## src/hw/rtl/rlee_pkg.sv

```systemverilog
package rlee_pkg;

   localparam int MAX_GROUP_DEFAULT = 60;

   localparam logic [7:0] RUN_FLAG  = 8'h80;
   localparam logic [6:0] RUN_MAX   = 7'd127;
   localparam logic [6:0] RUN_START = 7'd3;

   typedef enum logic [3:0] {
      S_IDLE,
      S_TAKE,
      S_LA,
      S_RUN_HDR,
      S_RUN_VAL,
      S_FL_HDR,
      S_FL_DATA,
      S_END,
      S_FIN
   } state_type;

   typedef enum logic {
      RET_LA,
      RET_TAIL
   } ret_type;

endpackage

```

## src/hw/rtl/rlee_req_if.sv

```systemverilog
interface rlee_req_if;
   logic       valid;
   logic       ready;
   logic [7:0] data_byte;
   logic       last_byte;

   modport source (output valid, output data_byte, output last_byte, input ready);
   modport sink   (input valid, input data_byte, input last_byte, output ready);
endinterface

```

## src/hw/rtl/rlee_rsp_if.sv

```systemverilog
interface rlee_rsp_if;
   logic       valid;
   logic       ready;
   logic [7:0] code_byte;
   logic       code_last;

   modport source (output valid, output code_byte, output code_last, input ready);
   modport sink   (input valid, input code_byte, input code_last, output ready);
endinterface

```

## src/hw/rtl/rle_byte_encoder_unit.sv

```systemverilog
// Run-length encoder for a byte stream, packbits style.
// req_ch takes one raw byte per request with last_byte marking stream end.
// rsp_ch delivers coded bytes: run header (0x80 | length) and value, or a
// literal header (count) followed by the literal bytes; code_last marks the
// final coded byte of the stream.
// Each request is accepted in S_IDLE and decided in S_TAKE; every coded
// byte takes its own step, and a run closed by a different byte returns
// to S_LA to place that byte. A literal flush emits its header, then its
// bytes through the single read port of the literal memory.
// A request with last_byte adds a drain through S_END plus its flush.
// Coded bytes always leave from the output register.
// Reset is synchronous: it drops pending output and returns to literal mode
// with empty lookahead and literal count; memory contents are not cleared.
// When the receiver stalls, the output register holds and the sequencer
// waits; req_ch.ready stays low until the current request is done.
module rle_byte_encoder_unit
   import rlee_pkg::*;
#(
   parameter int MAX_GROUP = MAX_GROUP_DEFAULT
) (
   input logic        clock,
   input logic        reset,
   rlee_req_if.sink   req_ch,
   rlee_rsp_if.source rsp_ch
);

   localparam int CW = $clog2(MAX_GROUP + 1);
   localparam int AW = $clog2(MAX_GROUP);
   localparam logic [CW-1:0] MAX_CNT = CW'(MAX_GROUP);

   state_type      state_ff, state_in;
   ret_type        ret_ff, ret_in;
   logic [7:0]     x_ff, x_in;
   logic           last_ff, last_in;
   logic           in_run_ff, in_run_in;
   logic [7:0]     rv_ff, rv_in;
   logic [6:0]     rl_ff, rl_in;
   logic [7:0]     la0_ff, la0_in;
   logic [7:0]     la1_ff, la1_in;
   logic [1:0]     la_cnt_ff, la_cnt_in;
   logic [CW-1:0]  lit_cnt_ff, lit_cnt_in;
   logic [AW-1:0]  k_ff, k_in;

   logic [7:0]     out_byte_ff, out_byte_in;
   logic           out_last_ff, out_last_in;
   logic           out_valid_ff, out_valid_in;
   logic [7:0]     pend_byte_ff, pend_byte_in;
   logic           pend_valid_ff, pend_valid_in;

   logic [7:0]     lit_mem [MAX_GROUP];
   logic [7:0]     rd_data_ff;
   logic           wr_en;
   logic [AW-1:0]  wr_addr;
   logic [7:0]     wr_data;
   logic [AW-1:0]  rd_addr;

   logic           can_emit;
   logic           emit_req;
   logic [7:0]     emit_byte;
   logic           fin_push;
   logic           do_la;
   state_type      tail_state;
   logic [CW-1:0]  lit_inc;
   logic [CW-1:0]  k_inc;
   logic [6:0]     rl_inc;
   logic           triple;
   logic           rsp_fire;

   assign rsp_fire = out_valid_ff && rsp_ch.ready;
   assign can_emit = !out_valid_ff || rsp_ch.ready;

   assign rsp_ch.valid     = out_valid_ff;
   assign rsp_ch.code_byte = out_byte_ff;
   assign rsp_ch.code_last = out_last_ff;

   always_comb begin
      state_in   = state_ff;
      ret_in     = ret_ff;
      x_in       = x_ff;
      last_in    = last_ff;
      in_run_in  = in_run_ff;
      rv_in      = rv_ff;
      rl_in      = rl_ff;
      la0_in     = la0_ff;
      la1_in     = la1_ff;
      la_cnt_in  = la_cnt_ff;
      lit_cnt_in = lit_cnt_ff;
      k_in       = k_ff;
      emit_req   = 1'b0;
      emit_byte  = 8'h00;
      fin_push   = 1'b0;
      wr_en      = 1'b0;
      wr_addr    = lit_cnt_ff[AW-1:0];
      wr_data    = la0_ff;
      rd_addr    = k_ff;
      req_ch.ready = 1'b0;
      do_la      = 1'b0;
      tail_state = last_ff ? S_END : S_IDLE;
      lit_inc    = lit_cnt_ff + CW'(1);
      k_inc      = CW'(k_ff) + CW'(1);
      rl_inc     = rl_ff + 7'd1;
      triple     = (la0_ff == la1_ff) && (la1_ff == x_ff);

      case (state_ff)
         S_IDLE: begin
            req_ch.ready = 1'b1;
            if (req_ch.valid) begin
               x_in     = req_ch.data_byte;
               last_in  = req_ch.last_byte;
               state_in = S_TAKE;
            end
         end
         S_TAKE: begin
            if (in_run_ff) begin
               if (x_ff == rv_ff) begin
                  rl_in = rl_inc;
                  if (rl_inc == RUN_MAX) begin
                     state_in = S_RUN_HDR;
                     ret_in   = RET_TAIL;
                  end else begin
                     state_in = tail_state;
                  end
               end else begin
                  state_in = S_RUN_HDR;
                  ret_in   = RET_LA;
               end
            end else begin
               do_la = 1'b1;
            end
         end
         S_LA: begin
            do_la = 1'b1;
         end
         S_RUN_HDR: begin
            emit_req  = 1'b1;
            emit_byte = RUN_FLAG | {1'b0, rl_ff};
            if (can_emit) begin
               state_in = S_RUN_VAL;
            end
         end
         S_RUN_VAL: begin
            emit_req  = 1'b1;
            emit_byte = rv_ff;
            if (can_emit) begin
               in_run_in = 1'b0;
               rl_in     = 7'd0;
               state_in  = (ret_ff == RET_LA) ? S_LA : tail_state;
            end
         end
         S_FL_HDR: begin
            emit_req  = 1'b1;
            emit_byte = 8'(lit_cnt_ff);
            rd_addr   = '0;
            if (can_emit) begin
               k_in     = '0;
               state_in = S_FL_DATA;
            end
         end
         S_FL_DATA: begin
            emit_req  = 1'b1;
            emit_byte = rd_data_ff;
            if (can_emit) begin
               if (k_inc == lit_cnt_ff) begin
                  lit_cnt_in = '0;
                  state_in   = tail_state;
               end else begin
                  k_in    = k_ff + AW'(1);
                  rd_addr = k_ff + AW'(1);
               end
            end
         end
         S_END: begin
            if (in_run_ff) begin
               state_in = S_RUN_HDR;
               ret_in   = RET_TAIL;
            end else if (la_cnt_ff != 2'd0) begin
               wr_en      = 1'b1;
               lit_cnt_in = lit_inc;
               la0_in     = la1_ff;
               la_cnt_in  = la_cnt_ff - 2'd1;
               if (lit_inc == MAX_CNT) begin
                  state_in = S_FL_HDR;
               end
            end else if (lit_cnt_ff != '0) begin
               state_in = S_FL_HDR;
            end else begin
               state_in = S_FIN;
            end
         end
         S_FIN: begin
            fin_push = 1'b1;
            if (can_emit) begin
               state_in = S_IDLE;
            end
         end
         default: begin
            state_in = S_IDLE;
         end
      endcase

      if (do_la) begin
         if (la_cnt_ff < 2'd2) begin
            if (la_cnt_ff == 2'd0) begin
               la0_in = x_ff;
            end else begin
               la1_in = x_ff;
            end
            la_cnt_in = la_cnt_ff + 2'd1;
            state_in  = tail_state;
         end else if (triple) begin
            in_run_in = 1'b1;
            rv_in     = x_ff;
            rl_in     = RUN_START;
            la_cnt_in = 2'd0;
            state_in  = (lit_cnt_ff != '0) ? S_FL_HDR : tail_state;
         end else begin
            wr_en      = 1'b1;
            lit_cnt_in = lit_inc;
            la0_in     = la1_ff;
            la1_in     = x_ff;
            state_in   = (lit_inc == MAX_CNT) ? S_FL_HDR : tail_state;
         end
      end
   end

   // output register, with a one-byte hold on the final request so the
   // closing byte can carry code_last
   always_comb begin
      out_byte_in   = out_byte_ff;
      out_last_in   = out_last_ff;
      out_valid_in  = out_valid_ff;
      pend_byte_in  = pend_byte_ff;
      pend_valid_in = pend_valid_ff;
      if (rsp_fire) begin
         out_valid_in = 1'b0;
      end
      if (emit_req && can_emit) begin
         if (last_ff) begin
            if (pend_valid_ff) begin
               out_byte_in  = pend_byte_ff;
               out_last_in  = 1'b0;
               out_valid_in = 1'b1;
            end
            pend_byte_in  = emit_byte;
            pend_valid_in = 1'b1;
         end else begin
            out_byte_in  = emit_byte;
            out_last_in  = 1'b0;
            out_valid_in = 1'b1;
         end
      end else if (fin_push && can_emit) begin
         out_byte_in   = pend_byte_ff;
         out_last_in   = 1'b1;
         out_valid_in  = 1'b1;
         pend_valid_in = 1'b0;
      end
   end

   always_ff @(posedge clock) begin
      if (reset) begin
         state_ff      <= S_IDLE;
         in_run_ff     <= 1'b0;
         rl_ff         <= 7'd0;
         la_cnt_ff     <= 2'd0;
         lit_cnt_ff    <= '0;
         out_valid_ff  <= 1'b0;
         pend_valid_ff <= 1'b0;
      end else begin
         state_ff      <= state_in;
         in_run_ff     <= in_run_in;
         rl_ff         <= rl_in;
         la_cnt_ff     <= la_cnt_in;
         lit_cnt_ff    <= lit_cnt_in;
         out_valid_ff  <= out_valid_in;
         pend_valid_ff <= pend_valid_in;
      end
   end

   always_ff @(posedge clock) begin
      ret_ff       <= ret_in;
      x_ff         <= x_in;
      last_ff      <= last_in;
      rv_ff        <= rv_in;
      la0_ff       <= la0_in;
      la1_ff       <= la1_in;
      k_ff         <= k_in;
      out_byte_ff  <= out_byte_in;
      out_last_ff  <= out_last_in;
      pend_byte_ff <= pend_byte_in;
   end

   always_ff @(posedge clock) begin
      if (wr_en) begin
         lit_mem[wr_addr] <= wr_data;
      end
      rd_data_ff <= lit_mem[rd_addr];
   end

`ifndef ASSERT_OFF
   a_fin_has_byte: assert property (@(posedge clock) disable iff (reset)
      state_ff == S_FIN |-> pend_valid_ff)
      else $error("final byte missing at stream end");

   a_idle_clean: assert property (@(posedge clock) disable iff (reset)
      state_ff == S_IDLE |-> !pend_valid_ff && (lit_cnt_ff < MAX_CNT))
      else $error("held byte or full literal group left between requests");

   a_run_shape: assert property (@(posedge clock) disable iff (reset)
      state_ff == S_IDLE && in_run_ff |->
         la_cnt_ff == 2'd0 && rl_ff >= RUN_START && rl_ff < RUN_MAX)
      else $error("open run with lookahead or bad length");

   a_flush_nonempty: assert property (@(posedge clock) disable iff (reset)
      state_ff == S_FL_DATA |-> lit_cnt_ff != '0)
      else $error("literal flush with empty group");
`endif

endmodule

```

## src/flat_wrapper.sv

```systemverilog
// flat-port wrapper written by rule: the top's interface ports become plain ports
module rle_byte_encoder_unit_flat import rlee_pkg::*;
#(
   parameter int MAX_GROUP = MAX_GROUP_DEFAULT
)
  (clock, reset, req_ch_valid, req_ch_data_byte, req_ch_last_byte, req_ch_ready, rsp_ch_valid, rsp_ch_code_byte, rsp_ch_code_last, rsp_ch_ready);
  rlee_req_if req_ch_i ();
  rlee_rsp_if rsp_ch_i ();
  input logic clock;
  input logic reset;
  input wire logic [$bits(req_ch_i.valid)-1:0] req_ch_valid;
  input wire logic [$bits(req_ch_i.data_byte)-1:0] req_ch_data_byte;
  input wire logic [$bits(req_ch_i.last_byte)-1:0] req_ch_last_byte;
  output wire logic [$bits(req_ch_i.ready)-1:0] req_ch_ready;
  output wire logic [$bits(rsp_ch_i.valid)-1:0] rsp_ch_valid;
  output wire logic [$bits(rsp_ch_i.code_byte)-1:0] rsp_ch_code_byte;
  output wire logic [$bits(rsp_ch_i.code_last)-1:0] rsp_ch_code_last;
  input wire logic [$bits(rsp_ch_i.ready)-1:0] rsp_ch_ready;
  assign req_ch_i.valid = req_ch_valid;
  assign req_ch_i.data_byte = req_ch_data_byte;
  assign req_ch_i.last_byte = req_ch_last_byte;
  assign req_ch_ready = req_ch_i.ready;
  assign rsp_ch_valid = rsp_ch_i.valid;
  assign rsp_ch_code_byte = rsp_ch_i.code_byte;
  assign rsp_ch_code_last = rsp_ch_i.code_last;
  assign rsp_ch_i.ready = rsp_ch_ready;
  rle_byte_encoder_unit #(.MAX_GROUP(MAX_GROUP)) u_core (.clock(clock), .reset(reset), .req_ch(req_ch_i), .rsp_ch(rsp_ch_i));
endmodule
```

## config.mk

```make
export PLATFORM = sky130hd
export DESIGN_NAME = rle_byte_encoder_unit_flat
export DESIGN_NICKNAME = d
export VERILOG_FILES = /design/src/hw/rtl/rlee_pkg.sv /design/src/hw/rtl/rlee_req_if.sv /design/src/hw/rtl/rlee_rsp_if.sv /design/src/hw/rtl/rle_byte_encoder_unit.sv /design/src/flat_wrapper.sv
export SDC_FILE = /design/constraint.sdc
export NUM_CORES = 1
export LEC_CHECK = 0
export BUFFER_PORTS_ARGS = -buffer_cell sky130_fd_sc_hd__buf_2
export CORE_MARGIN = 1
export CORE_UTILIZATION = 45
export DETAILED_ROUTE_END_ITERATION = 16
export SLEW_MARGIN = 20
export SYNTH_ARGS = -nofsm -noshare
export SYNTH_HDL_FRONTEND = slang
export SYNTH_SLANG_ARGS = --single-unit
```

## constraint.sdc

```tcl
create_clock -name clock -period 5.5 [get_ports clock]
set_input_delay 0.825 -clock clock [delete_from_list [all_inputs] [get_ports clock]]
set_output_delay 0.825 -clock clock [all_outputs]
set_load 0.02 [all_outputs]
```

After elaboration in Yosys (flattened, before gate mapping)
Memories as Yosys holds them, arrays and structs flattened. A register that Yosys moved wholly into a read port is not among the register bits.
Cells that the tools add are included.
{ "word_totals": {"register_bits": 79, "ramBits": 480, "input_bits": 13, "output_inout_bits": 11, "elab_cells": 178, "memories": 1} }
{ "memory_table": {"columns": ["name", "words", "word_bits", "read_ports", "rd_ports_with_merged_regs", "write_ports", "line", "rtl"], "rows": [
  ["u_core.lit_mem", 60, 8, 1, 1, 1, "rle_byte_encoder_unit.sv:50", "logic [7:0] lit_mem [MAX_GROUP];"]
]} }
{ "op_classes": {"addsub": 5, "order_cmp": 1, "n_eq_ne": 32, "n_mux": 98, "n_bitwise": 1, "n_reduce_logical": 23} }
{ "op_table": {"columns": ["cell", "n"], "rows": [
  ["8-bit two-way mux", 14],
  ["4-bit two-way mux", 20],
  ["6-bit two-way mux", 10],
  ["7-bit two-way mux", 6],
  ["4-bit case mux with 9 select lines", 1],
  ["6-bit case mux with 2 select lines", 3],
  ["1-bit two-way mux", 33],
  ["8-bit case mux with 4 select lines", 1],
  ["8-bit == test", 3],
  ["3-bit by 1-bit inequality test with 1-bit output (second input constant)", 7],
  ["4-bit by 3-bit == test with 1-bit output (second input constant)", 4],
  ["7-bit case mux with 2 select lines", 1],
  ["6-bit by 1-bit adder with 6-bit output (second input constant)", 2],
  ["2-bit two-way mux", 6],
  ["2-bit by 1-bit inequality test with 1-bit output (second input constant)", 5],
  ["10-bit AND reduction", 1],
  ["2-bit AND reduction", 5],
  ["4-bit by 2-bit == test with 1-bit output (second input constant)", 2],
  ["2-bit nonzero test", 4],
  ["7-bit by 1-bit adder with 7-bit output (second input constant)", 1],
  ["7-bit == test (second input constant)", 1],
  ["6-bit == test", 1],
  ["6-bit == test (second input constant)", 1],
  ["3-bit inequality test (second input constant)", 2],
  ["other kinds (20)", 26]
]} }

Longest topological paths before layout
Gate-level depths: netlist of run 1.
{ "depth": {"word_depth": 9, "mapped_depth": 15, "ltp_nobuf": 12} }

Worst setup path before layout of run 1
OpenSTA, ideal clock, no wires.
{ "synth_timing": {"kind": "reg2reg", "from": "reg u_core.la0_ff[0]", "to": "mem u_core.lit_mem[1][0] (enable)", "setup_time_ps": 281, "arrival_time_ps": 3072, "required_ps": 5219, "setup_slack_ps": 2147, "path_stages_with_launch": 11, "path_buffers": 2, "period_less_slack_ps": 3353, "cell_sequence": "dfxtp_1 > and3_1 > o22ai_1 > nor4_1 > nor2_1 > nand2_1 > nand2b_1 > clkbuf_1 > clkbuf_1 > nand2_1 > nor2_1"} }
{ "synth_via": {"elab_chain_len": 7} }
{ "synth_lines": {"columns": ["item", "line", "rtl"], "rows": [
  ["from (decl)", "rle_byte_encoder_unit.sv:38", "logic [7:0] la0_ff, la0_in;"],
  ["from (signal assigned)", "rle_byte_encoder_unit.sv:284", "la0_ff <= la0_in;"],
  ["8-bit == test", "rle_byte_encoder_unit.sv:102", "triple = (la0_ff == la1_ff) && (la1_ff == x_ff);"],
  ["1-bit logical AND", "rle_byte_encoder_unit.sv:102", null],
  ["1-bit two-way mux", "rle_byte_encoder_unit.sv:210", "end else if (triple) begin"],
  ["1-bit two-way mux", "rle_byte_encoder_unit.sv:202", "if (la_cnt_ff < 2'd2) begin"],
  ["1-bit two-way mux", "rle_byte_encoder_unit.sv:201", "if (do_la) begin"],
  ["1-bit two-way mux", "rle_byte_encoder_unit.sv:293", "if (wr_en) begin"],
  ["1-bit two-way mux (implied by the code)", "rle_byte_encoder_unit.sv:294", "lit_mem[wr_addr] <= wr_data;"],
  ["to (decl)", "rle_byte_encoder_unit.sv:50", null]
]} }
No other way between the ends.

Worst setup path in the final report of run 1
{ "layout_timing": {"from": "reg u_core.lit_cnt_ff[5]", "to": "reg u_core.rd_data_ff[2] (read register of u_core.lit_mem)"} }
{ "layout_via": {"elab_chain_len": 4} }
{ "layout_lines": {"columns": ["item", "line", "rtl"], "rows": [
  ["from (decl)", "rle_byte_encoder_unit.sv:41", "logic [CW-1:0] lit_cnt_ff, lit_cnt_in;"],
  ["from (signal assigned)", "rle_byte_encoder_unit.sv:273", "lit_cnt_ff <= lit_cnt_in;"],
  ["6-bit == test", "rle_byte_encoder_unit.sv:163", "if (k_inc == lit_cnt_ff) begin"],
  ["6-bit two-way mux", "rle_byte_encoder_unit.sv:163", null],
  ["6-bit two-way mux", "rle_byte_encoder_unit.sv:162", "if (can_emit) begin"],
  ["6-bit case mux with 2 select lines", "rle_byte_encoder_unit.sv:104", "case (state_ff)"],
  ["to (decl)", "rle_byte_encoder_unit.sv:51", "logic [7:0] rd_data_ff;"]
]} }
No other way between the ends.
A chain may end at the register's enable or synchronous reset.

==> results of run 1 <==
stage by stage:
step,std cells,cell area [µm²],hold slack (ps)
after floorplan,1866,24800,448
after global placement,2486,25500,440
after detailed placement,2486,25500,454
after CTS,2594,27300,361
after global routing,2594,27300,358
final,2594,27300,395
cell families after synthesis:
logic type                 after synthesis
AOI/OAI and AO/OA                      411
xor gates and xnor gates                23
adders and majority gates                5
buffers and inverters                  204
DFF                                    567
muxes                                   85
and+or+nand+nor                        571
per-layer routing:
layer	up-vias	part of all wire (%)
met4	0	3.2
met1	8161	43
li1	7272	-
met3	119	8.2
met5	-	0
met2	706	45
area by class of cell:
| class | count | area share, % |
|---|---|---|
| well taps | 696 | 3.19 |
| inverters | 60 | 0.829 |
| clock buffers | 81 | 5.77 |
| multi-input cells | 1095 | 26.7 |
| flip-flops and latches | 567 | 61.0 |
| repair buffers | 68 | 1.75 |
| clock inverters | 27 | 0.829 |
Yosys cell counts (9+ instances only):
cell,n,area [µm²]
a2111oi_0,9,78.8
a211oi_1,29,218
a21oi_1,35,175
a221oi_1,17,149
a22oi_1,21,158
a311oi_1,48,420
a31oi_1,37,231
a32o_1,15,150
a32oi_1,30,263
and3_1,74,463
and4_1,36,315
buf_2,27,135
buf_4,17,128
clkbuf_1,90,338
dfxtp_1,38,761
edfxtp_1,529,15900
inv_1,59,221
mux2_2,36,405
mux2i_1,41,410
nand2_1,142,533
nand2b_1,11,68.8
nand3_1,74,370
nor2_1,110,413
nor2b_1,16,100
nor3_1,53,265
o211ai_1,9,67.6
o21ai_0,73,365
o221ai_1,14,123
o31ai_1,14,105
xnor2_1,18,158
report_power, final:
group / leakage (nW) / internal [mW] / switching (mW)
Clock: 0.867 / 2.14 / 1.64
Combinational: 3.02 / 1.07 / 2.58
Sequential: 5.12 / 5.43 / 0.203
worst paths after layout:
path	startpoint	endpoint	slack (ps)	cells after the start
min	req_ch_data_byte[2]	u_core.x_ff[2]	390	1
min reg2reg	u_core.la0_ff[4]	u_core.la0_ff[4]	460	2
max reg2reg	u_core.lit_cnt_ff[5]	u_core.rd_data_ff[2]	780	11
max	u_core.lit_cnt_ff[5]	u_core.rd_data_ff[2]	780	11
flip-flops by register name, summed over array words and instances (netlist names):
name / flops
u_core.rsp_ch.valid: 1
u_core.state_ff: 4
u_core.rsp_ch.code_byte: 8
u_core.x_ff: 8
u_core.in_run_ff: 1
u_core.lit_cnt_ff: 6
u_core.pend_byte_ff: 8
u_core.rd_data_ff: 8
u_core.rl_ff: 7
u_core.pend_valid_ff: 1
u_core.lit_mem: 480
u_core.la0_ff: 8
u_core.la_cnt_ff: 2
u_core.ret_ff: 1
u_core.rv_ff: 8
u_core.la1_ff: 8
u_core.last_ff: 1
u_core.k_ff: 6
u_core.rsp_ch.code_last: 1
cell usage in the layout, fill, tap and decap left out, types with 7 or more instances in the layout:
cell and count:
mux2i_1 41, a311oi_1 48, a221o_1 8, and4_1 36, a32oi_1 30, a21oi_1 35
and2_1 7, nor2b_1 16, a32o_1 15, nor4b_2 7, a211oi_1 29, buf_2 23
clkinv_1 10, a22oi_1 21, nand2b_1 11, dfxtp_2 8, o31ai_1 14, dfxtp_1 30
and3_1 73, o211ai_1 9, a2111oi_0 9, o221ai_1 14, nand2_1 141, edfxtp_1 529
o2111ai_1 7, buf_4 43, clkbuf_16 58, xnor2_1 18, nor3_1 53, nand3_1 74
clkbuf_1 19, a221oi_1 17, o21ai_0 73, inv_1 59, o22a_1 8, a31oi_1 37
mux2_2 36, clkinv_2 8, nor2_1 109
worst max-delay path, cell delays in order (launching register included):
cell	delay (ps)
dfxtp_1	720
xnor2_1	180
or3_4	360
a2111oi_4	710
a211oi_4	180
nor2b_1	250
nor2_4	680
buf_4	340
nand2_2	250
o221ai_1	460
a221o_1	350
nor4b_2	80
==> impl_metrics.env, run 1 <==
export IMPL_route_vias_total=16300
export IMPL_synthAdderAreaFrac_pct=0.253
export IMPL_cap_violations=0
export IMPL_grt_max_degree=87
export IMPL_firstDrtPassIters=8
export IMPL_finalWirelength_um=68100
export IMPL_hp_class="input port to flop"
export IMPL_wl_per_cell_um=26.2
export IMPL_dp_slack_ps=864
export IMPL_boundaryPins=24
export IMPL_multiInputGateArea_mm2=0.00729
export IMPL_skew_ps=22.5
export IMPL_antenna_left=0
export IMPL_cts_path_max_buffers=3
export IMPL_fin_tns_setup_ps=0
export IMPL_grt_use_met1_pct=35.2
export IMPL_grt_busiest_layer="met2"
export IMPL_viasPerCell=6.27
export IMPL_fillers=4578
export IMPL_htreeDepth=2
export IMPL_min_period_ps=4720
export IMPL_synth_flop_cell="edfxtp_1"
export IMPL_finalHoldViolCount=0
export IMPL_worst_pin_slew_ps=1060
export IMPL_nets=1868
export IMPL_num_rows=85
export IMPL_drive_gt1_share_pct=12.4
export IMPL_leakagePower_nw=9.00
export IMPL_post_dp_hpwl_um=43200
export IMPL_critPathMaxFanout=23
export IMPL_yosysWarnings=0
export IMPL_crit_path_end_kind="flop"
export IMPL_antenna_cells=0
export IMPL_drc=0
export IMPL_setup_worst_path_start_class="flop"
export IMPL_start_util_pct=45.8
export IMPL_gr_usage_met3_pct=4.78
export IMPL_post_cts_setup_buffer_count=0
export IMPL_seq_area_mm2=0.0167
export IMPL_utilization_pct=50.5
export IMPL_die_y_um=237
export IMPL_synth_top_family_by_area="compound AO/OA/AOI/OAI gates"
export IMPL_synth_area_per_cell_um2=13.3
export IMPL_core_area_mm2=0.0541
export IMPL_first_global_vias=15600
export IMPL_grt_pass1_wl_um=102000
export IMPL_die_area_mm2=0.0560
export IMPL_gr_usage_met2_pct=37.2
export IMPL_finalCritPeriodShare_pct=85.8
export IMPL_layout_setup_ws_ps=783
export IMPL_relSlewSlack_pct=28.8
export IMPL_peakVddDrop_v=0.000302
export IMPL_grt_overflow_total=0
export IMPL_cts_hold_buf=0
export IMPL_netlist_area_mm2=0.0248
export IMPL_synth_edff_count=529
export IMPL_grt_setup_unrepaired="false"
export IMPL_p_total_mw=13.1
export IMPL_antenna_found_initial=0
export IMPL_cts_buffers_inserted=58
export IMPL_path_class="flop to flop"
export IMPL_clock_sinks=567
export IMPL_gp_congestion=0.886
export IMPL_ys_types=78
export IMPL_cp_data_arrival_time_ps=5190
export IMPL_drv_slew=0
export IMPL_syn_nets=1884
export IMPL_die_width_um=237
export IMPL_cts_root_buf="clkbuf_16"
export IMPL_cts_tree="done"
export IMPL_clock_latency_ps=620
export IMPL_crit_required_ps=5980
export IMPL_yosysSeqAreaShare_pct=67.2
export IMPL_drtIter0Drc=1935
export IMPL_max_freq_mhz=212
export IMPL_outcome="finished, final reports clean"
export IMPL_muxShareOfSynthArea_pct=3.90
export IMPL_area_growth_pct=10.3
export IMPL_grtUsageTotal_pct=24.4
export IMPL_yosys_area_share_simple_pct=12.0
export IMPL_ys_ff_latch=567
export IMPL_syn_inst=1866
export IMPL_powerDensity_mw_per_mm2=478
export IMPL_async_reset_ff_share_pct=0
export IMPL_synth_compound_area_share_pct=12.3
export IMPL_numPortBuffers=23
export IMPL_synth_xor_area_share_pct=0.813
export IMPL_setup_viol=0
export IMPL_postCtsResizedCells=0
export IMPL_clk_pin_slew_ps=60
Note: power is estimated with default switching activity, not from simulation.
==> inputs of run 2 (changes only) <==
==> constraint.sdc (replaced) <==
create_clock -name clock -period 4.9 [get_ports clock]
set_input_delay 0.735 -clock clock [delete_from_list [all_inputs] [get_ports clock]]
set_output_delay 0.735 -clock clock [all_outputs]
set_load 0.02 [all_outputs]
==> impl_metrics.env, run 2 (synthesis results as in run 1) <==
export IMPL_drc=0
export IMPL_skew_ps=23.5
export IMPL_hp_class="input port to flop"
export IMPL_antenna_left=0
export IMPL_wl_met3_um=5210
export IMPL_peakVddDrop_v=0.000334
export IMPL_grt_setup_unrepaired="false"
export IMPL_antenna_found_initial=1
export IMPL_swShare_pct=33.6
export IMPL_grtUsageTotal_pct=24.9
export IMPL_clock_sinks=567
export IMPL_viasPerCell=6.28
export IMPL_drv_slew=0
export IMPL_postCtsResizedCells=0
export IMPL_route_vias_total=16400
export IMPL_largest_reg_flops=480
export IMPL_grt_overflow_total=0
export IMPL_post_cts_setup_buffer_count=0
export IMPL_utilization_pct=51.0
export IMPL_top_register="u_core.lit_mem"
export IMPL_core_area_mm2=0.0541
export IMPL_start_util_pct=45.8
export IMPL_cts_buffers_inserted=58
export IMPL_wl_per_cell_um=26.7
export IMPL_setup_viol=0
export IMPL_gp_congestion=0.908
export IMPL_fillers=4577
export IMPL_cpMaxStageDelayCell="edfxtp_1"
export IMPL_final_cell_mix="529 x edfxtp_1, 141 x nand2_1, 109 x nor2_1"
export IMPL_drtIter0Drc=1724
export IMPL_leakagePower_nw=9.19
export IMPL_combPwrFrac_pct=28.0
export IMPL_final_common_cell="edfxtp_1"
export IMPL_powerDensity_mw_per_mm2=546
export IMPL_fin_tns_setup_ps=0
export IMPL_grt_pass1_wl_um=104000
export IMPL_clock_latency_ps=630
export IMPL_num_rows=85
export IMPL_seq_area_mm2=0.0167
export IMPL_path_class="flop to flop"
export IMPL_setup_worst_path_start_class="flop"
export IMPL_nets=1886
export IMPL_pwr_share_seq_pct=41.7
export IMPL_relSlewSlack_pct=24.3
export IMPL_finalHoldViolCount=0
export IMPL_first_global_vias=15500
export IMPL_drive_gt1_share_pct=13.5
export IMPL_dr_max_layer_used="met4"
export IMPL_switchingPower_mw=5.08
export IMPL_crit_path_max_incr_delay_ps=520
export IMPL_multiInputGateArea_mm2=0.00728
export IMPL_area_growth_pct=11.5
export IMPL_cts_path_max_buffers=3
export IMPL_finalCritPeriodShare_pct=90.8
export IMPL_cap_violations=0
export IMPL_die_y_um=237
export IMPL_numPortBuffers=23
export IMPL_firstDrtPassIters=6
export IMPL_critPathMaxFanout=16
export IMPL_min_period_ps=4450
export IMPL_p_int_mw=10.0
export IMPL_crit_path_end_kind="flop"
export IMPL_met2WireLength_um=32200
export IMPL_finalWirelength_um=69700
export IMPL_grt_max_degree=78
export IMPL_max_freq_mhz=225
export IMPL_pwr_share_clk_pct=30.3
export IMPL_crit_required_ps=5440
export IMPL_cp_data_arrival_time_ps=4990
export IMPL_cts_tree="done"
export IMPL_boundaryPins=24
export IMPL_die_width_um=237
export IMPL_worst_pin_slew_ps=1130
export IMPL_post_dp_hpwl_um=43900
export IMPL_worstPathCellList="ha_1 -> o21ba_2 -> a221oi_1 -> or2_0 -> a211oi_4 -> nand2b_1 -> nand2_1 -> buf_4 -> nand2_2 -> o221ai_1 -> a221o_1 -> nor4b_2"
export IMPL_die_area_mm2=0.0560
export IMPL_antenna_cells=0
export IMPL_cts_root_buf="clkbuf_16"
export IMPL_htreeDepth=2
export IMPL_outcome="finished, final reports clean"
export IMPL_drt_met1_wl_um=30700
export IMPL_cts_hold_buf=0
export IMPL_clk_pin_slew_ps=60
==> run 2: cell count changes in the layout (fill, tap and decap cells not counted), sizes merged <==
cell	change
buf	+18
bufinv	+5
clkbuf	-3
clkinv	-3
clkinvlp	-2
inv	+1
==> run 2: path summary, 6_finish.rpt <==
path / startpoint / endpoint / slack (ps) / cells after the start
max: u_core.k_ff[0] / u_core.rd_data_ff[3] / 450 / 12
min: req_ch_data_byte[7] / u_core.x_ff[7] / 290 / 1
max reg2reg: u_core.k_ff[0] / u_core.rd_data_ff[3] / 450 / 12
min reg2reg: u_core.pend_valid_ff / u_core.pend_valid_ff / 480 / 2
==> run 2: worst max-delay path: cells and delay by family, from the launching register on <==
kind / cells / cell delay, ps
fa+ha+maj: 1 / 320
compound gates: 5 / 1500
buf+inv: 1 / 330
simple gates: 5 / 1680
flops: 1 / 520
==> run 2: layer usage <==
metal,up-vias,track usage [%]
met2,685,38.4
met5,-,0
met3,83,3.40
met1,8294,36.7
met4,0,7.20
li1,7323,-
==> run 2: layout make-up <==
type                    count  share of cell area, %
multi-input cells        1095                   26.4
repair buffers             86                   2.31
well taps                 696                   3.15
clock buffers              78                   5.74
flip-flops and latches    567                   60.3
inverters                  60                  0.820
clock inverters            28                   1.30
==> run 2: power by group through the flow <==
stage                     clock (mW)  combinational [mW]  sequential [mW]
after floorplan                    0                2.38             6.58
after global placement             0                4.16             6.39
after detailed placement           0                4.20             6.40
after CTS                       4.63                4.21             6.29
after global routing            4.79                4.52             6.31
final                           4.57                4.22             6.30
==> run 2: through the flow <==
step                      area (µm²)  power, mW  hold slack (ps)  cells  worst slack (ps)
after floorplan                24800       8.97              448   1866              1550
after global placement         25700       10.6              455   2504               627
after detailed placement       25700       10.6              468   2504               544
after CTS                      27600       15.1              263   2610               539
after global routing           27600       15.6              277   2610               228
final                          27600       15.1              290   2610               451
==> inputs of run 3 (changes only) <==
--- a/config.mk
+++ b/config.mk
@@ -8,6 +8,7 @@
 export BUFFER_PORTS_ARGS = -buffer_cell sky130_fd_sc_hd__buf_2
 export CORE_MARGIN = 1
 export CORE_UTILIZATION = 45
+export CTS_BUF_LIST = sky130_fd_sc_hd__clkbuf_4 sky130_fd_sc_hd__clkbuf_8
 export DETAILED_ROUTE_END_ITERATION = 16
 export SLEW_MARGIN = 20
 export SYNTH_ARGS = -nofsm -noshare
==> impl_metrics.env, run 3 (synthesis results as in run 1) <==
export IMPL_final_cell_mix="529 x edfxtp_1, 141 x nand2_1, 109 x nor2_1"
export IMPL_finalWirelength_um=70300
export IMPL_nets=1921
export IMPL_swShare_pct=34.6
export IMPL_core_area_mm2=0.0541
export IMPL_grt_max_degree=78
export IMPL_crit_path_max_incr_delay_ps=520
export IMPL_post_cts_setup_buffer_count=0
export IMPL_worst_pin_slew_ps=1150
export IMPL_drtIter0Drc=1667
export IMPL_pwr_share_seq_pct=42.4
export IMPL_gp_congestion=0.908
export IMPL_switchingPower_mw=5.14
export IMPL_num_rows=85
export IMPL_powerDensity_mw_per_mm2=538
export IMPL_firstDrtPassIters=7
export IMPL_clk_pin_slew_ps=60
export IMPL_grt_setup_unrepaired="false"
export IMPL_seq_area_mm2=0.0167
export IMPL_cts_root_buf="clkbuf_8"
export IMPL_cts_hold_buf=0
export IMPL_viasPerCell=6.20
export IMPL_wl_per_cell_um=26.3
export IMPL_pwr_share_clk_pct=29.2
export IMPL_drc=0
export IMPL_drv_slew=0
export IMPL_max_freq_mhz=226
export IMPL_cts_buffers_inserted=93
export IMPL_clock_sinks=567
export IMPL_htreeDepth=3
export IMPL_area_growth_pct=11.5
export IMPL_p_int_mw=9.73
export IMPL_drive_gt1_share_pct=16.3
export IMPL_path_class="flop to flop"
export IMPL_p_total_mw=14.9
export IMPL_peakVddDrop_v=0.000346
export IMPL_antenna_found_initial=3
export IMPL_clock_latency_ps=710
export IMPL_die_area_mm2=0.0560
export IMPL_setup_worst_path_start_class="flop"
export IMPL_fin_area_mm2=0.0276
export IMPL_timing_hold_ws_ps=214
export IMPL_cts_tree="done"
export IMPL_outcome="finished, final reports clean"
export IMPL_combPwrFrac_pct=28.5
export IMPL_grtUsageTotal_pct=25.1
export IMPL_start_util_pct=45.8
export IMPL_crit_path_end_kind="flop"
export IMPL_die_width_um=237
export IMPL_post_dp_hpwl_um=43900
export IMPL_relSlewSlack_pct=23.0
export IMPL_skew_ps=31.3
export IMPL_finalHoldViolCount=0
export IMPL_numPortBuffers=23
export IMPL_grt_pass1_wl_um=104000
export IMPL_largest_reg_flops=480
export IMPL_fin_tns_setup_ps=0
export IMPL_antenna_left=0
export IMPL_placed_cell_area_mm2=0.0257
export IMPL_min_period_ps=4420
export IMPL_crit_required_ps=5510
export IMPL_cap_violations=0
export IMPL_cts_path_max_buffers=3
export IMPL_hp_class="input port to flop"
export IMPL_top_register="u_core.lit_mem"
export IMPL_route_vias_total=16600
export IMPL_leakagePower_nw=9.27
export IMPL_critPathMaxFanout=16
export IMPL_postCtsResizedCells=0
export IMPL_finalCritPeriodShare_pct=90.3
export IMPL_boundaryPins=24
export IMPL_fillers=4608
export IMPL_final_common_cell="edfxtp_1"
export IMPL_cpMaxStageDelayCell="edfxtp_1"
export IMPL_multiInputGateArea_mm2=0.00728
export IMPL_setup_viol=0
export IMPL_first_global_vias=15800
export IMPL_utilization_pct=51.0
export IMPL_cp_data_arrival_time_ps=5030
export IMPL_worstPathCellList="ha_1 -> o21ba_2 -> a221oi_1 -> or2_0 -> a211oi_4 -> nand2b_1 -> nand2_1 -> buf_4 -> nand2_2 -> o221ai_1 -> a221o_1 -> nor4b_2"
export IMPL_die_y_um=237
export IMPL_grt_overflow_total=0
[run 3: power groups by stage]
stage / clock (mW) / combinational [mW] / sequential (mW)
6_report: 4.34 / 4.23 / 6.30
4_1_cts: 4.40 / 4.21 / 6.30
2_1_floorplan: 0 / 2.38 / 6.58
5_1_grt: 4.59 / 4.53 / 6.31
3_5_place_dp: 0 / 4.20 / 6.40
3_3_place_gp: 0 / 4.16 / 6.39
[run 3: worst paths after layout]
kind | depth (start not counted) | from | slack [ps] | to
min reg2reg | 2 | u_core.pend_valid_ff | 480 | u_core.pend_valid_ff
max reg2reg | 12 | u_core.k_ff[0] | 480 | u_core.rd_data_ff[3]
min | 1 | req_ch_data_byte[4] | 210 | u_core.x_ff[4]
max | 12 | u_core.k_ff[0] | 480 | u_core.rd_data_ff[3]
[run 3: cell type report]
type	count	share of cell area, %
antenna	1	0.00906
clock buffer	135	6.02
clock inverter	35	1.02
inverter	60	0.820
multi-input combinational	1095	26.4
sequential	567	60.3
tap	696	3.15
timing repair buffer	86	2.31
[run 3: worst max-delay path, delay by kind of cell (launching register included)]
kind            cells  cell delay (ps)
compound gates      5             1480
fa+ha+maj           1              320
flops               1              520
buf+inv             1              330
simple gates        5             1680
[run 3: metrics by stage]
stage | setup WS [ps] | std cells
6_report | 477 | 2675
5_1_grt | 238 | 2675
4_1_cts | 550 | 2674
3_5_place_dp | 544 | 2504
3_3_place_gp | 627 | 2504
2_1_floorplan | 1550 | 1866
[run 3: routing by layer]
| metal | up-vias | wire (µm) | track usage, % |
|---|---|---|---|
| li1 | 7418 | - | - |
| met2 | 764 | 31700 | 37.6 |
| met4 | 0 | 2110 | 9.54 |
| met1 | 8288 | 30200 | 36.1 |
| met5 | - | 0 | 0 |
| met3 | 114 | 6240 | 5.11 |
